--- config.mk ---
export PLATFORM = sky130hd
export DESIGN_NAME = mtwm_queue
export DESIGN_NICKNAME = d
export VERILOG_FILES = /design/src/rtl/mtwm_pkg.sv /design/src/rtl/mtwm_queue.sv
export SDC_FILE = /design/constraint.sdc
export NUM_CORES = 1
export LEC_CHECK = 0
export CELL_PAD_IN_SITES_DETAIL_PLACEMENT = 0
export CELL_PAD_IN_SITES_GLOBAL_PLACEMENT = 1
export CORE_MARGIN = 2
export CORE_UTILIZATION = 52
export DETAILED_ROUTE_END_ITERATION = 12
export DONT_BUFFER_PORTS = 1
export PLACE_DENSITY_LB_ADDON = 0.1
export SETUP_SLACK_MARGIN = 0.15
export SYNTH_ARGS = -nofsm -noshare
export SYNTH_HDL_FRONTEND = slang
export SYNTH_SLANG_ARGS = --single-unit
export TNS_END_PERCENT = 100
--- constraint.sdc ---
create_clock -name clk_i -period 4.45 [get_ports clk_i]
set_clock_uncertainty 0.15 [all_clocks]
set_input_delay 0.6675 -clock clk_i [delete_from_list [all_inputs] [get_ports clk_i]]
set_output_delay 0.6675 -clock clk_i [all_outputs]
set_load 0.02 [all_outputs]
--- src/rtl/mtwm_pkg.sv ---
// ----------------------------------------------------------------------------
// Morph target mix package
// Shared constants, command types and the result clamp for the morph target
// weighted mix block.
// ----------------------------------------------------------------------------
package mtwm_pkg;

  localparam int NUM_SHAPES_DEF  = 52;
  localparam int MAX_TARGETS_DEF = 16;

  // Address width that covers the target store over the whole parameter range.
  localparam int STORE_AW    = 11;
  localparam int DATA_W      = 17;
  localparam int ENTRY_W     = 16;
  localparam int SHAPE_IDX_W = 6;
  localparam int STATUS_W    = 2;
  localparam int WPOS_W      = 5;
  localparam int ACC_W       = 40;
  localparam int PROD_W      = 34;
  localparam int QUEUE_DEPTH = 4;

  localparam logic [WPOS_W-1:0]  WPOS_MAX = 5'd31;
  localparam logic [ENTRY_W-1:0] Q_ONE    = 16'd32768;

  typedef enum logic [1:0] {
    OP_CLEAR = 2'd0,
    OP_ADD   = 2'd1,
    OP_APPLY = 2'd2
  } op_e;

  typedef enum logic [STATUS_W-1:0] {
    ST_MIX     = 2'd0,
    ST_STORED  = 2'd1,
    ST_DROPPED = 2'd2
  } status_e;

  typedef enum logic [0:0] {
    CMD_ENTRY = 1'b0,
    CMD_MAC   = 1'b1
  } cmd_kind_e;

  typedef struct packed {
    cmd_kind_e             kind;
    logic                  wr;
    logic                  rep;
    status_e               st;
    logic [STORE_AW-1:0]   addr;
    logic [DATA_W-1:0]     data;
    logic                  clr;
    logic                  fin;
  } cmd_t;

  typedef enum logic [2:0] {
    BK_IDLE,
    BK_ENTRY,
    BK_STATUS,
    BK_MAC,
    BK_DRAIN,
    BK_EMIT_RD,
    BK_EMIT_WAIT
  } back_state_e;

  function automatic logic [ENTRY_W-1:0] clamp_acc(input logic signed [ACC_W-1:0] a);
    logic [ACC_W-16:0] q;
    logic [ENTRY_W-1:0] r;
    q = a[ACC_W-1:15];
    if (a[ACC_W-1]) begin
      r = '0;
    end else if (q > (ACC_W-15)'(Q_ONE)) begin
      r = Q_ONE;
    end else begin
      r = q[ENTRY_W-1:0];
    end
    return r;
  endfunction

endpackage

--- src/rtl/mtwm_queue.sv ---
// ----------------------------------------------------------------------------
// Morph target mix command queue
// Short first-in first-out buffer of commands between front and back end.
// ----------------------------------------------------------------------------
module mtwm_queue #(
  parameter int DEPTH = mtwm_pkg::QUEUE_DEPTH
) (
  input  logic           clk_i,
  input  logic           rst_ni,
  input  logic           push_i,
  input  mtwm_pkg::cmd_t cmd_i,
  input  logic           pop_i,
  output logic           full_o,
  output logic           valid_o,
  output mtwm_pkg::cmd_t head_o
);

  localparam int PW = (DEPTH > 1) ? $clog2(DEPTH) : 1;
  localparam int NW = $clog2(DEPTH + 1);
  localparam logic [PW-1:0] LAST_PTR = PW'(DEPTH - 1);

  mtwm_pkg::cmd_t entries_q [DEPTH];
  logic [PW-1:0]  wr_ptr_q, rd_ptr_q;
  logic [NW-1:0]  cnt_q;
  logic           do_push, do_pop;

  assign full_o  = cnt_q == NW'(DEPTH);
  assign valid_o = cnt_q != '0;
  assign head_o  = entries_q[rd_ptr_q];
  assign do_push = push_i && !full_o;
  assign do_pop  = pop_i && valid_o;

  always_ff @(posedge clk_i) begin
    if (do_push) begin
      entries_q[wr_ptr_q] <= cmd_i;
    end
  end

  always_ff @(posedge clk_i or negedge rst_ni) begin
    if (!rst_ni) begin
      wr_ptr_q <= '0;
      rd_ptr_q <= '0;
      cnt_q    <= '0;
    end else begin
      if (do_push) begin
        wr_ptr_q <= (wr_ptr_q == LAST_PTR) ? '0 : wr_ptr_q + PW'(1);
      end
      if (do_pop) begin
        rd_ptr_q <= (rd_ptr_q == LAST_PTR) ? '0 : rd_ptr_q + PW'(1);
      end
      if (do_push && !do_pop) begin
        cnt_q <= cnt_q + NW'(1);
      end else if (do_pop && !do_push) begin
        cnt_q <= cnt_q - NW'(1);
      end
    end
  end

endmodule

Word level (Yosys, flattened, before mapping):

Memories as Yosys holds them, arrays and structs flattened.
Index checks and enable logic that the tools add are counted.

* register bits after elaboration: 7
* bits in writable memories: 140
* bits of input ports: 39
* output and inout bits: 37
* word-level logic and storage cells: 26
* memories: 1

* $add $sub $neg: 4
* equality and inequality tests: 3
* multiplexer cells: 6
* reduce and logical (&&, ||, !) cells: 9

Memory list
* entries_q: words 4, width 35, read ports 1, clocked after memory_dff 0, write ports 1, line mtwm_queue.sv:22 `mtwm_pkg::cmd_t entries_q [DEPTH];`

Operator list (number)
* 3-bit 2-to-1 mux: 2
* 2-bit by 1-bit adder with 2-bit output (second input constant): 2
* 2-bit equality test (second input constant): 2
* 1-bit logical AND: 4
* 2-bit 2-to-1 mux: 2
* 3-bit by 1-bit adder with 3-bit output (second input constant): 1
* 3-bit equality test (second input constant): 1
* 1-bit zero test: 3
* 3-bit nonzero test: 1
* 3-bit by 1-bit subtractor with 3-bit output (second input constant): 1
* 1-bit 2-to-1 mux: 2
* 2-bit nonzero test: 1

Depth between registers and ports, before layout:

* depth in word-level cells: 7
* mapped depth: 8
* depth with buffers taken out: 8

Worst setup path before layout:

Ideal clock, no wire load.

* path kind: input port to flip-flop
* start: input push_i
* end: memory entries_q[3][0] (netlist bit), enable pin
* setup time: 0.428 ns
* arrival time: 2.201 ns
* data required time: 3.872 ns
* path slack: 1.671 ns
* stages: 2
* path buffers: 0
* path through: nand2_1 nor2_1

* word-level cells in the longest chain between the ends: 3

RTL lines
* from (decl): line mtwm_queue.sv:10 `input logic push_i,`
* 1-bit logical AND: line mtwm_queue.sv:30 `assign do_push = push_i && !full_o;`
* 1-bit 2-to-1 mux: line mtwm_queue.sv:34 `if (do_push) begin`
* 1-bit 2-to-1 mux (implied by the code): line mtwm_queue.sv:35 `entries_q[wr_ptr_q] <= cmd_i;`
* to (decl): line mtwm_queue.sv:22

No other way between the ends.

==> reports/results.txt <==
unrepaired setup endpoints after global routing: false
most common cell after layout, fill and taps aside: edfxtp_1
Min Clock Period, post-route: 3.30 ns
Core Area: 10,400 sq um
io pins: 76
total number of vias: 2,203
TritonCTS Buffers: 17
grt total ovfl: 0
Initial DRT Pass Iterations: 4
post-CTS setup repair buffer count: 0
crit path launch type: flop
Routed WL per cell: 23.6 um
async set-reset flop share out of synthesis: 4.76%
Via density: 5.77
worst vdd ir: 0.000439 V
critical path arrival: 2.49 ns
GRT Total Usage: 16.9%
Netlist Area Pre-Place: 5560 sq um
PnR worst setup slack: 1.15 ns
final hold viol count: 0
Row Count: 37
status: finished, final reports clean
nets: 279
Synth area leader: edfxtp_1
DRC viols: 0
worst rel slew slack: 22.9%
GPL Wtd Cong: 0.711
largest net degree at the start of global routing: 38
Crit. End Element: output pin
drt initial violations: 122
Root Driver: clkbuf_8
r2r setup slk: 2.06 ns
type of the worst setup path: flop to output pin
ys flop type: edfxtp_1
Synth Net Count: 266
Setup WS pre-CTS: 1.63 ns
H-tree depth: 4
max-cap violations: 0
Fillers: 727
DRT antenna net count: 0
crit-path max FO: 22
# hold bufs at CTS: 1
hpwl dp: 5.23 mm
synth unique cells: 21
Worst Hold Class: primary input to flop
Sink Count: 147
Final period util: 74.3%
die area: 11,500 sq um
Leak: 2.04 nW
register area share after synthesis: 78.7%
Layout area overhead: 12.8%
Max Freq: 0.303 GHz
CTS tree: built
# setup viols final: 0
area occupied by multi-input gates: 1090 sq um
Die Ht: 107 um
top cells by area, synth: edfxtp_1 76%, mux4_2 11%, mux4_1 3.3%
Post-synth EDFFs: 140
highest-count cells in the layout ignoring fill and taps: 140 x edfxtp_1, 28 x mux4_2, 16 x clkbuf_16, 7 x mux4_1, 6 x ha_1
setup_tns: 0 ns
mean post-synth cell area: 25.3 sq um
n_diodes: 0
flip-flop and latch count after synthesis: 147
WP data required: 3.63 ns
number of global-route vias before repair: 2,437
first-pass GRT wire length: 13.6 mm
Yosys top cell area share: 75.6%
worst slew pin tran: 1.15 ns
final hold slack: 0.0862 ns
maximum clock path buffer count: 2
Syn Inst Count: 220
initial antenna violation count: 0
pwr dens: 728 nW/um^2
chip width: 107 um
yosys warns: 0
post-cts gate resize count: 0
clock transition at the registers of the reported paths: 0.06 ns
Clock Latency Late Sink: 0.52 ns
Initial Util: 53.6%
fin. max-slew vios: 0
drt total wl: 9.01 mm
IO buf count: 0
share of layout cells above drive strength 1: 28.9%
FF/Latch Area: 4380 sq um
-- synthesized netlist by cell type (2+ instances only) --
library cell / number
xor2_1: 2
mux4_2: 28
and2_1: 3
mux2_2: 3
buf_2: 4
mux4_1: 7
ha_1: 6
nor2_1: 4
mux2_1: 2
edfxtp_1: 140
inv_1: 3
dfrtp_1: 7
buf_12: 3
-- sequential cells by signal (all words and copies together) (netlist names) --
name       flops
entries_q    140
cnt_q          3
wr_ptr_q       2
rd_ptr_q       2
-- layer usage --
layer	GRT usage (%)	wire, um	vias up
met4	7.69	165	0
met2	28.0	4780	74
met5	0	0	-
met1	18.8	3340	1159
met3	7.75	713	15
li1	-	-	955
-- worst max-delay path, stage by stage (launching register included) --
cell and delay, ns:
dfrtp_2 0.70, buf_4 0.50, mux4_1 0.76
-- stage by stage --
step,util [%],area [sq um],instances,power [mW]
3_5_place_dp,54.6,5660,349,3.19
6_report,60.5,6280,382,4.57
2_1_floorplan,-,5560,220,3.02
4_1_cts,60.5,6280,382,4.63
5_1_grt,60.5,6280,382,4.75
3_3_place_gp,54.6,5660,349,3.12
-- layout make-up --
type,count,area share (%)
Clock buffer,18,6.66
Clock inverter,14,2.97
Inverter,3,0.179
Multi-Input combinational cell,62,17.4
Sequential cell,147,69.8
Tap cell,136,2.71
Timing Repair Buffer,2,0.279
-- kinds of logic (layout without fill, tap and decap cells) --
kind of cell / after synthesis / after routing / share of synthesized area [%]
XOR/XNOR: 3 / 3 / 0.473
adder cells (fa/ha/maj): 7 / 7 / 1.71
buffers and inverters: 11 / 37 / 1.84
flip-flops: 147 / 147 / 78.7
multiplexers: 40 / 40 / 15.7
AND/OR/NAND/NOR: 12 / 12 / 1.57
-- path summary, 6_finish.rpt --
check	startpoint	endpoint	cells after the start
worst max-delay path	rd_ptr_q[0]	head_o[26]	2
worst min-delay path	cmd_i[23]	entries_q[3][23]	0
worst max register to register	cnt_q[0]	cnt_q[1]	6
worst min register to register	cnt_q[2]	cnt_q[2]	1
max in group asynchronous	rst_ni	rd_ptr_q[0]	1
min in group asynchronous	rst_ni	rd_ptr_q[1]	1
-- report_power, final --
part	switching, mW	internal [mW]
Combinational	0.667	0.435
Clock	0.526	0.907
Sequential	0.195	1.84
Total	1.39	3.18
Power figures use the tool's default switching activity.
