`config.mk`:
```
export PLATFORM = sky130hd
export DESIGN_NAME = mtwm_front
export DESIGN_NICKNAME = d
export VERILOG_FILES = /design/src/rtl/mtwm_pkg.sv /design/src/rtl/mtwm_front.sv
export SDC_FILE = /design/constraint.sdc
export NUM_CORES = 1
export LEC_CHECK = 0
export CORE_ASPECT_RATIO = 1.1
export CORE_MARGIN = 4
export CORE_UTILIZATION = 46
export DETAILED_ROUTE_END_ITERATION = 16
export DONT_BUFFER_PORTS = 1
export SLEW_MARGIN = 10
export SYNTH_ARGS = -nofsm -noshare
export SYNTH_HDL_FRONTEND = slang
export SYNTH_SLANG_ARGS = --single-unit
```
`constraint.sdc`:
```
create_clock -name clk_i -period 6.05 [get_ports clk_i]
set_input_delay 0 -clock clk_i [delete_from_list [all_inputs] [get_ports clk_i]]
set_output_delay 0 -clock clk_i [all_outputs]
set_load 0.02 [all_outputs]
```
`src/rtl/mtwm_pkg.sv`:
```
// ----------------------------------------------------------------------------
// Morph target mix package
// Shared constants, command types and the result clamp for the morph target
// weighted mix block.
// ----------------------------------------------------------------------------
package mtwm_pkg;

  localparam int NUM_SHAPES_DEF  = 52;
  localparam int MAX_TARGETS_DEF = 16;

  // Address width that covers the target store over the whole parameter range.
  localparam int STORE_AW    = 11;
  localparam int DATA_W      = 17;
  localparam int ENTRY_W     = 16;
  localparam int SHAPE_IDX_W = 6;
  localparam int STATUS_W    = 2;
  localparam int WPOS_W      = 5;
  localparam int ACC_W       = 40;
  localparam int PROD_W      = 34;
  localparam int QUEUE_DEPTH = 4;

  localparam logic [WPOS_W-1:0]  WPOS_MAX = 5'd31;
  localparam logic [ENTRY_W-1:0] Q_ONE    = 16'd32768;

  typedef enum logic [1:0] {
    OP_CLEAR = 2'd0,
    OP_ADD   = 2'd1,
    OP_APPLY = 2'd2
  } op_e;

  typedef enum logic [STATUS_W-1:0] {
    ST_MIX     = 2'd0,
    ST_STORED  = 2'd1,
    ST_DROPPED = 2'd2
  } status_e;

  typedef enum logic [0:0] {
    CMD_ENTRY = 1'b0,
    CMD_MAC   = 1'b1
  } cmd_kind_e;

  typedef struct packed {
    cmd_kind_e             kind;
    logic                  wr;
    logic                  rep;
    status_e               st;
    logic [STORE_AW-1:0]   addr;
    logic [DATA_W-1:0]     data;
    logic                  clr;
    logic                  fin;
  } cmd_t;

  typedef enum logic [2:0] {
    BK_IDLE,
    BK_ENTRY,
    BK_STATUS,
    BK_MAC,
    BK_DRAIN,
    BK_EMIT_RD,
    BK_EMIT_WAIT
  } back_state_e;

  function automatic logic [ENTRY_W-1:0] clamp_acc(input logic signed [ACC_W-1:0] a);
    logic [ACC_W-16:0] q;
    logic [ENTRY_W-1:0] r;
    q = a[ACC_W-1:15];
    if (a[ACC_W-1]) begin
      r = '0;
    end else if (q > (ACC_W-15)'(Q_ONE)) begin
      r = Q_ONE;
    end else begin
      r = q[ENTRY_W-1:0];
    end
    return r;
  endfunction

endpackage

```
`src/rtl/mtwm_front.sv`:
```
// ----------------------------------------------------------------------------
// Morph target mix front end
// Accepts input transactions, tracks table and run positions and turns the add
// and apply items that need work into commands for the back end.
// ----------------------------------------------------------------------------
module mtwm_front #(
  parameter int NUM_SHAPES  = mtwm_pkg::NUM_SHAPES_DEF,
  parameter int MAX_TARGETS = mtwm_pkg::MAX_TARGETS_DEF
) (
  input  logic                            clk_i,
  input  logic                            rst_ni,
  input  logic                            in_valid_i,
  output logic                            in_stall_o,
  input  logic [1:0]                      operation_i,
  input  logic [mtwm_pkg::ENTRY_W-1:0]    target_entry_i,
  input  logic signed [mtwm_pkg::DATA_W-1:0] mix_weight_i,
  input  logic                            final_weight_i,
  input  logic                            q_full_i,
  output logic                            push_o,
  output mtwm_pkg::cmd_t                  cmd_o
);

  localparam int SW    = (NUM_SHAPES > 1) ? $clog2(NUM_SHAPES) : 1;
  localparam int CW    = $clog2(MAX_TARGETS + 1);
  localparam int DEPTH = NUM_SHAPES * MAX_TARGETS;
  localparam int BW    = $clog2(DEPTH + 1);
  localparam logic [SW-1:0] LAST_POS  = SW'(NUM_SHAPES - 1);
  localparam logic [BW-1:0] BASE_STEP = BW'(NUM_SHAPES);
  localparam logic [CW-1:0] CNT_MAX   = CW'(MAX_TARGETS);

  logic [CW-1:0]               cnt_q, cnt_d;
  logic [SW-1:0]               lpos_q, lpos_d;
  logic [mtwm_pkg::WPOS_W-1:0] wpos_q, wpos_d;
  logic [BW-1:0]               sbase_q, sbase_d;
  logic [BW-1:0]               wbase_q, wbase_d;
  logic                        accept;
  logic                        room;
  logic                        ld_last;
  logic                        w_valid;
  logic [mtwm_pkg::ENTRY_W-1:0] entry_sat;

  assign in_stall_o = q_full_i;
  assign accept     = in_valid_i && !q_full_i;
  assign room       = cnt_q < CNT_MAX;
  assign ld_last    = lpos_q == LAST_POS;
  assign w_valid    = wpos_q < mtwm_pkg::WPOS_W'(cnt_q);
  assign entry_sat  = (target_entry_i > mtwm_pkg::Q_ONE) ? mtwm_pkg::Q_ONE : target_entry_i;

  always_comb begin
    cnt_d   = cnt_q;
    lpos_d  = lpos_q;
    wpos_d  = wpos_q;
    sbase_d = sbase_q;
    wbase_d = wbase_q;
    push_o  = 1'b0;
    cmd_o   = '0;
    if (accept) begin
      case (operation_i)
        mtwm_pkg::OP_CLEAR: begin
          cnt_d   = '0;
          lpos_d  = '0;
          wpos_d  = '0;
          sbase_d = '0;
          wbase_d = '0;
        end
        mtwm_pkg::OP_ADD: begin
          cmd_o.kind = mtwm_pkg::CMD_ENTRY;
          cmd_o.wr   = room;
          cmd_o.rep  = ld_last;
          cmd_o.st   = room ? mtwm_pkg::ST_STORED : mtwm_pkg::ST_DROPPED;
          cmd_o.addr = mtwm_pkg::STORE_AW'(sbase_q) + mtwm_pkg::STORE_AW'(lpos_q);
          cmd_o.data = {1'b0, entry_sat};
          push_o     = room || ld_last;
          if (ld_last) begin
            lpos_d = '0;
            if (room) begin
              cnt_d   = cnt_q + CW'(1);
              sbase_d = sbase_q + BASE_STEP;
            end
          end else begin
            lpos_d = lpos_q + SW'(1);
          end
        end
        mtwm_pkg::OP_APPLY: begin
          cmd_o.kind = mtwm_pkg::CMD_MAC;
          cmd_o.wr   = w_valid;
          cmd_o.addr = mtwm_pkg::STORE_AW'(wbase_q);
          cmd_o.data = w_valid ? mix_weight_i : '0;
          cmd_o.clr  = wpos_q == '0;
          cmd_o.fin  = final_weight_i;
          push_o     = w_valid || (wpos_q == '0) || final_weight_i;
          if (w_valid) begin
            wbase_d = wbase_q + BASE_STEP;
          end
          if (final_weight_i) begin
            wpos_d  = '0;
            wbase_d = '0;
          end else if (wpos_q != mtwm_pkg::WPOS_MAX) begin
            wpos_d = wpos_q + mtwm_pkg::WPOS_W'(1);
          end
        end
        default: begin
        end
      endcase
    end
  end

  always_ff @(posedge clk_i or negedge rst_ni) begin
    if (!rst_ni) begin
      cnt_q   <= '0;
      lpos_q  <= '0;
      wpos_q  <= '0;
      sbase_q <= '0;
      wbase_q <= '0;
    end else begin
      cnt_q   <= cnt_d;
      lpos_q  <= lpos_d;
      wpos_q  <= wpos_d;
      sbase_q <= sbase_d;
      wbase_q <= wbase_d;
    end
  end

endmodule

```
Word level (Yosys, flattened, before mapping)
Cells that the tools add are included.
{"block": "totals", "output_inout_bits": 37, "word_cells": 59, "input_bits": 40, "regBits": 36}
{"block": "classes", "addsub": 6, "n_eq_ne": 8, "n_mux": 24, "magnitude_cmp": 3, "reduce_logical": 13}
{"op": "$pmux 28 s2", "count": 1}
{"op": "$mux 10", "count": 4}
{"op": "$pmux 10 s2", "count": 2}
{"op": "$mux 35", "count": 1}
{"op": "$add 10x6->10 const B", "count": 2}
{"op": "$mux 5", "count": 4}
{"op": "$pmux 5 s2", "count": 2}
{"op": "$mux 17", "count": 1}
{"op": "$gt 16x16->1 const B", "count": 1}
{"op": "$mux 16", "count": 1}
{"op": "$pmux 6 s2", "count": 1}
{"op": "$add 10x6->11", "count": 1}
{"op": "$add 5x1->5 const B", "count": 2}
{"op": "$add 6x1->6 const B", "count": 1}
{"op": "$eq 6x6->1 const B", "count": 1}
{"op": "$mux 6", "count": 1}
{"op": "$ne 3x3->1 const B", "count": 2}
{"op": "$reduce_and 3->1", "count": 2}
{"op": "$logic_not 5->1", "count": 1}
{"op": "$lt 5x5->1", "count": 1}
{"op": "$lt 5x5->1 const B", "count": 1}
{"op": "$ne 5x5->1 const B", "count": 1}
{"op": "$mux 2", "count": 2}
{"op": "$ne 2x2->1 const B", "count": 2}
{"op": "13 further kinds", "count": 16}

Logic depth before layout (Yosys ltp)
Gate-level depths: netlist of the first run.
{"block": "depth", "depth_word": 5, "mapped_depth": 9, "depth_no_buf": 7}

Least setup slack after synthesis of the first run
Ideal clock, no wire load.
{"block": "synth_timing", "kind": "flip-flop to output port", "startpoint": "reg cnt_q[2]", "endpoint": "out push_o", "t_required_ns": 6.050, "slack_ns": 4.010, "arrival_time_ns": 2.040, "path_stages_with_launch": 10, "path_buffers": 2, "path_cell_list": "dfrtp_1 -> inv_1 -> ha_1 -> a21o_1 -> a31oi_4 -> o211a_1 -> buf_2 -> buf_4 -> inv_1 -> a41oi_1"}
{"block": "synth_between", "elab_chain_len": 5, "word_cells_on_any_way": 7, "classes_between": "order compare: 2; mux: 2; reduce/logical: 3"}
{"item": "from (decl)", "line": "mtwm_front.sv:31", "source": "logic [CW-1:0] cnt_q, cnt_d;"}
{"item": "from (signal assigned)", "line": "mtwm_front.sv:116", "source": "cnt_q <= cnt_d;"}
{"item": "$lt 5x5->1", "line": "mtwm_front.sv:46", "source": "assign w_valid = wpos_q < mtwm_pkg::WPOS_W'(cnt_q);"}
{"item": "$logic_or 1x1->1 (2 in series)", "line": "mtwm_front.sv:91", "source": "push_o = w_valid || (wpos_q == '0) || final_weight_i;"}
{"item": "$pmux 1 s2 (*)", "line": "mtwm_front.sv:58", "source": "case (operation_i)"}
{"item": "$mux 1 (*)", "line": "mtwm_front.sv:57", "source": "if (accept) begin"}
{"item": "to (decl)", "line": "mtwm_front.sv:19", "source": "output logic push_o,"}
Mark *: on every way between the ends. The rest lies on a longest branch, timed or not.

Worst setup path in the final report of the first run
Ends and elaborated chain as after synthesis.

==> results of run 1 <==
-- cells in the mapped netlist, types with 3 or more instances --
cell type | count | area (um2)
buf_2 | 4 | 20.0
a22o_1 | 7 | 61.3
mux2_2 | 3 | 33.8
nand3_1 | 13 | 65.1
nand4_1 | 4 | 25.0
nor2_1 | 34 | 128
inv_1 | 12 | 45.0
xor2_1 | 9 | 78.8
xnor2_1 | 4 | 35.0
a21o_1 | 8 | 60.1
a21oi_1 | 12 | 60.1
and3_1 | 10 | 62.6
nor2b_1 | 3 | 18.8
ha_1 | 19 | 238
dfrtp_1 | 32 | 801
nand2b_1 | 4 | 25.0
a31oi_1 | 7 | 43.8
nor4_1 | 3 | 18.8
nand2_1 | 16 | 60.1
and2_1 | 3 | 18.8
o21ai_0 | 23 | 115
a22oi_1 | 20 | 150
nor3_1 | 3 | 15.0
clkbuf_1 | 6 | 22.5
-- timing repair --
action	CTS	global route
hold endpoints to repair	32	0
gates resized for setup	0	0
hold buffers	2	0
-- state kept, by name (all words and copies together), names as in the netlist --
name and flops:
cnt_q 5, wbase_q 8, wpos_q 5, lpos_q 6, sbase_q 8
-- report_power, final --
part           switching, mW  internal [mW]
combinational         0.0871         0.0600
clock                 0.0801         0.0782
sequential            0.0424          0.242
total                  0.210          0.380
-- worst max path at each step --
stage | start | endpoint | slack [ns] | cells after the start
floorplan | cnt_q[2] | push_o | 4.01 | 9
global placement | lpos_q[0] | sbase_q[7] | 3.54 | 6
detailed placement | lpos_q[0] | sbase_q[7] | 3.46 | 6
CTS | cnt_q[2] | push_o | 3.42 | 7
global route | cnt_q[2] | push_o | 3.27 | 7
finish | cnt_q[2] | push_o | 3.41 | 7
-- cells by family after synthesis --
kind of cell | Yosys count | share of synthesized area, %
flops | 32 | 31.7
compound gates | 93 | 25.6
buf+inv | 26 | 4.70
fa+ha+maj | 19 | 9.41
simple gates | 108 | 22.7
mux | 3 | 1.34
xor+xnor | 13 | 4.51
-- per-layer routing --
metal | routed length (um) | up-vias
li1 | - | 1070
met1 | 2900 | 1007
met2 | 3190 | 55
met3 | 255 | 11
met4 | 150 | 0
met5 | 0 | -
-- metrics by stage --
| step | total power [mW] | cell area (um2) |
|---|---|---|
| global placement | 0.425 | 2550 |
| floorplan | 0.396 | 2530 |
| finish | 0.589 | 2660 |
| global route | 0.635 | 2660 |
| detailed placement | 0.427 | 2550 |
| CTS | 0.594 | 2650 |
-- cell type report --
class	count	area [um2]
Clock buffer	6	72.6
Clock inverter	1	5.00
Fill cell	526	2700
Inverter	12	45.0
Multi-Input combinational cell	236	1610
Sequential cell	32	801
Tap cell	75	93.8
Timing Repair Buffer	2	30.0
-- worst reg2reg max path, cell delays in order (launching register included) --
cell and delay (ns):
dfrtp_1 0.39, ha_1 0.21, nand2b_1 0.11, o31ai_2 0.68, nand2_1 0.26, or3_1 0.41, a21oi_1 0.14
==> metrics, run 1 <==
Setup-failing EPs final 0; CP most frequent cell inv_1; routing usage on met1 26.3%; CP Max Fanout 18; PD cells 222 nW/um2; CTS Sinks 32; EDFF count, synth 0; reg2reg setup slack 3.78 ns; PnR worst setup slack 3.41 ns; CP Launch Type flop; Slew HR 32.6%; Syn-to-layout area delta 5.25%; sequential fraction of the synthesis area 31.7%; # IOs 77; unrepaired setup endpoints after global routing no; clock tree buffer depth 2; Core Box Area 5360 um2; Initial Util 47.1%; Syn Area/Cell 8.59 um2; met2 usage 31.0%; Final min period 2.64 ns; YS warnings 0; H-tree depth 2; vias in the first global route 2002; Setup Total Neg Slack 0 ns; DP HPWL 4910 um; fmax 378 MHz; Slew Limit Fails 0; Port Buffers 0; Reg clk slew, reported paths 0.07 ns; Die ar. 6740 um2; aggregate global-route resource usage 19.4%; cts bufs inserted 5; CP endpoint kind primary output; Vias/cell 5.89; cells after synthesis 294; Die Ht 85.7 um; pin count of the biggest net entering global routing 33; average routed wire per standard cell 17.9 um; Main synth FF type dfrtp_1; Initial DRC Count 177; Fin. Hold Viols 0; TritonCTS clock tree yes; Final period util 43.7%; Non-Filler Instances 364; Layout Nets 348; pre-CTS setup slack 3.46 ns; ys async rst share 100%; DRC 0; maximum vdd ir drop 0.000130 V; final WL 6500 um; CP Data Arrival Time 2.64 ns; worst hold endpoint in_stall_o; max incr delay on CP 0.54 ns; max-capacitance violation count 0; share of layout cells above drive strength 1 7.61%; Worst Reg-to-Reg Cells 6; Post-Place Cells 355; Slowest-stage cell, CP o211a_1; FP Rows 28; most frequent cells in the layout nor2_1, dfrtp_1, o21ai_0; Min-Delay Path Depth 0; hold slack final 0.000312 ns; Yosys cell types 54; Worst-Skew Late Latency 0.29 ns; Post-CTS Setup Bufs 0; syn_nets 353; Die W 78.7 um; first-pass GRT wire length 10300 um; total grt overflow 0; Worst R2R Start lpos_q[0]; DR vias 2143; met3 usage 3.47%; Seq cells post-synth 32; Final Util 49.6%; HP Class primary input to primary output; initial antenna violation count 0; CP top delay family compound AO/OA/AOI/OAI gates; Worst Path Class, Setup flop to primary output; commonest non-fill, non-tap cell in the layout nor2_1; post-detailed-route count of antenna-violating nets 0; WP buf/inv 2; Static Leak 1.17 nW; Root Driver clkbuf_8; Post-Synthesis Cell Area 2530 um2; routability cong. 0.831; GR peak layer met2; Hold Startpoint q_full_i; status completed; WP data required 6.05 ns; TritonRoute pass-1 iters 4; RR Endpoint sbase_q[7]; critical-path cell list inv_1 > ha_1 > a21o_1 > a31oi_4 > o211a_1 > inv_1 > a41oi_1; Clock Skew 0.00406 ns; worst slew pin tran 1.00 ns; n_diodes 0
Power figures use the tool's default switching activity.
==> inputs of run 2 (changes only) <==
- clock period: 6.05 -> 2.2 ns (I/O delays scaled with it)
==> run 2 against run 1 <==
Setup slack lost 3.4 ns. Via count increased by 8.7%. Clock power rose to 3.0 times the previous value. Register-to-register slack lost 3.5 ns. Final area is 14% higher. Die area is the same. Highest routed layer unchanged.
==> metrics, run 2 (synthesis results as in run 1) <==
unrepaired setup endpoints after global routing yes; Clock Skew 0.00719 ns (+0.00312 ns); reg2reg setup slack 0.26 ns (-3.52 ns); Reg clk slew, reported paths 0.07 ns (about the same); TritonRoute pass-1 iters 4 (unchanged); RR Endpoint sbase_q[7]; n_diodes 0 (unchanged); Static Leak 1.37 nW (+17%); fmax 457 MHz; Vias/cell 5.81 (-1.3%); Net Sw Frac 34.0% (-1.6 points); Initial Util 47.1% (unchanged); CP endpoint kind primary output; maximum vdd ir drop 0.000429 V (+230%); commonest non-fill, non-tap cell in the layout nor2_1; hold slack final 0.000265 ns (-0.0000472 ns); Clk pwr share 27.1% (+0.2 points); # IOs 77 (unchanged); DP HPWL 5010 um (+2.0%); pin count of the biggest net entering global routing 33 (unchanged); Min-Delay Path Depth 0 (unchanged); Root Driver clkbuf_8; Syn-to-layout area delta 20.3%; Final min period 2.19 ns; Setup-failing EPs final 0 (unchanged); Final period util 99.4%; fillcell total 501 (-4.8%); DR vias 2330 (+8.7%); clock tree buffer depth 2 (unchanged); max-capacitance violation count 0 (unchanged); P_int 1.15 mW (+200%); initial antenna violation count 0 (unchanged); status completed; Top Registers sbase_q: 8 flops, wbase_q: 8 flops, lpos_q: 6 flops; routability cong. 0.807 (-2.9%); vias in the first global route 2114 (+5.6%); CP Data Arrival Time 2.19 ns (-0.45 ns); share of power burned in registers 44.9% (-3.3 points); FP Rows 28 (unchanged); cts bufs inserted 5 (unchanged); Hold Startpoint q_full_i; Worst Reg-to-Reg Cells 7 (+1); DRC 0 (unchanged); Die W 78.7 um (unchanged); power share of the combinational group 28.0% (+3.0 points); TritonCTS clock tree yes; Die Ht 85.7 um (unchanged); H-tree depth 2 (unchanged); Slew HR 35.1% (+2.6 points); Worst R2R Start lpos_q[0]; average routed wire per standard cell 16.7 um (-6.5%); final WL 6690 um (+3.0%); Sw Pwr 593 uW (+180%); total grt overflow 0 (unchanged); CP Max Fanout 4 (-14); WP data required 2.20 ns (-3.85 ns); post-detailed-route count of antenna-violating nets 0 (unchanged); CP Launch Type flop; worst hold endpoint in_stall_o; HP Class primary input to primary output; share of layout cells above drive strength 1 20.9% (+13 points); Layout Nets 384 (+10%); most frequent cells in the layout nor2_1, buf_4, dfrtp_1; Slew Limit Fails 0 (unchanged); first-pass GRT wire length 10800 um (+4.3%); Core Box Area 5360 um2 (unchanged); Port Buffers 0 (unchanged); Die ar. 6740 um2 (unchanged); PD cells 575 nW/um2 (+160%); Worst-Skew Late Latency 0.29 ns (about the same); Tot Pwr 1.75 mW (+200%); Fin. Hold Viols 0 (unchanged); Worst Path Class, Setup flop to primary output; Initial DRC Count 149 (-16%); CTS Sinks 32 (unchanged); aggregate global-route resource usage 19.8% (+0.46 points); worst slew pin tran 0.965 ns (-0.0385 ns)
## run 2: changes by cell type in the layout (fill, tap and decap cells not counted), sizes merged
cell	previous run	this run
buf	1	35
clkbuf	6	10
clkinv	1	0
## run 2: per-stage QoR
stage	instances	worst slack [ns]	instance area [um2]	util (%)	TNS, ns
floorplan	294	0.160	2530	-	0
global placement	382	0.216	2760	51.5	0
detailed placement	382	0.179	2760	51.5	0
CTS	392	0.0169	2900	54.1	0
global route	401	-0.0291	3040	56.7	-0.258
finish	401	0.0135	3040	56.7	0
## run 2: power by group through the flow
stage / combinational (mW) / sequential [mW] / clock [mW]
after floorplan: 0.350 / 0.740 / 0
after global placement: 0.405 / 0.786 / 0
after detailed placement: 0.408 / 0.790 / 0
after CTS: 0.435 / 0.778 / 0.492
after global routing: 0.548 / 0.801 / 0.519
final: 0.489 / 0.784 / 0.473
## run 2: how the worst max path moves through the flow
stage               from         end  slack [ns]
4_1_cts         cnt_q[2]      push_o        0.02
3_5_place_dp    cnt_q[2]  wbase_q[6]        0.18
6_report       wpos_q[2]      push_o        0.01
3_3_place_gp    cnt_q[2]  wbase_q[6]        0.22
2_1_floorplan   cnt_q[2]      push_o        0.16
5_1_grt         cnt_q[2]    cmd_o[8]       -0.03
## run 2: critical path, cell delays in order (launching register included)
cell	delay, ns
dfrtp_2	0.44
ha_4	0.26
a21o_1	0.18
a31oi_4	0.20
o211a_4	0.26
clkbuf_16	0.15
inv_1	0.04
a41oi_1	0.17
buf_4	0.19
## run 2: final cells by class
type,count,area [um2],area share (%)
Inverter,12,45.0,1.48
Tap cell,75,93.8,3.09
Multi-Input combinational cell,236,1660,54.5
Timing Repair Buffer,38,348,11.4
Sequential cell,32,805,26.5
Clock buffer,8,90.1,2.97
## run 2: per-layer routing
metal,global-route usage (%),routed length (um),up-vias
li1,-,-,1142
met3,3.57,252,12
met2,31.9,3410,48
met4,7.15,111,0
met5,0,0,-
met1,26.7,2920,1128
## run 2: repair_timing
item | CTS | global route
endpoints found under the hold margin | 32 | 0
pin swaps | 1 | 8
endpoints found under the setup margin | 19 | 20
gates cloned | 0 | 2
resized for setup | 3 | 8
hold buffers | 2 | 0
setup buffers | 0 | 7
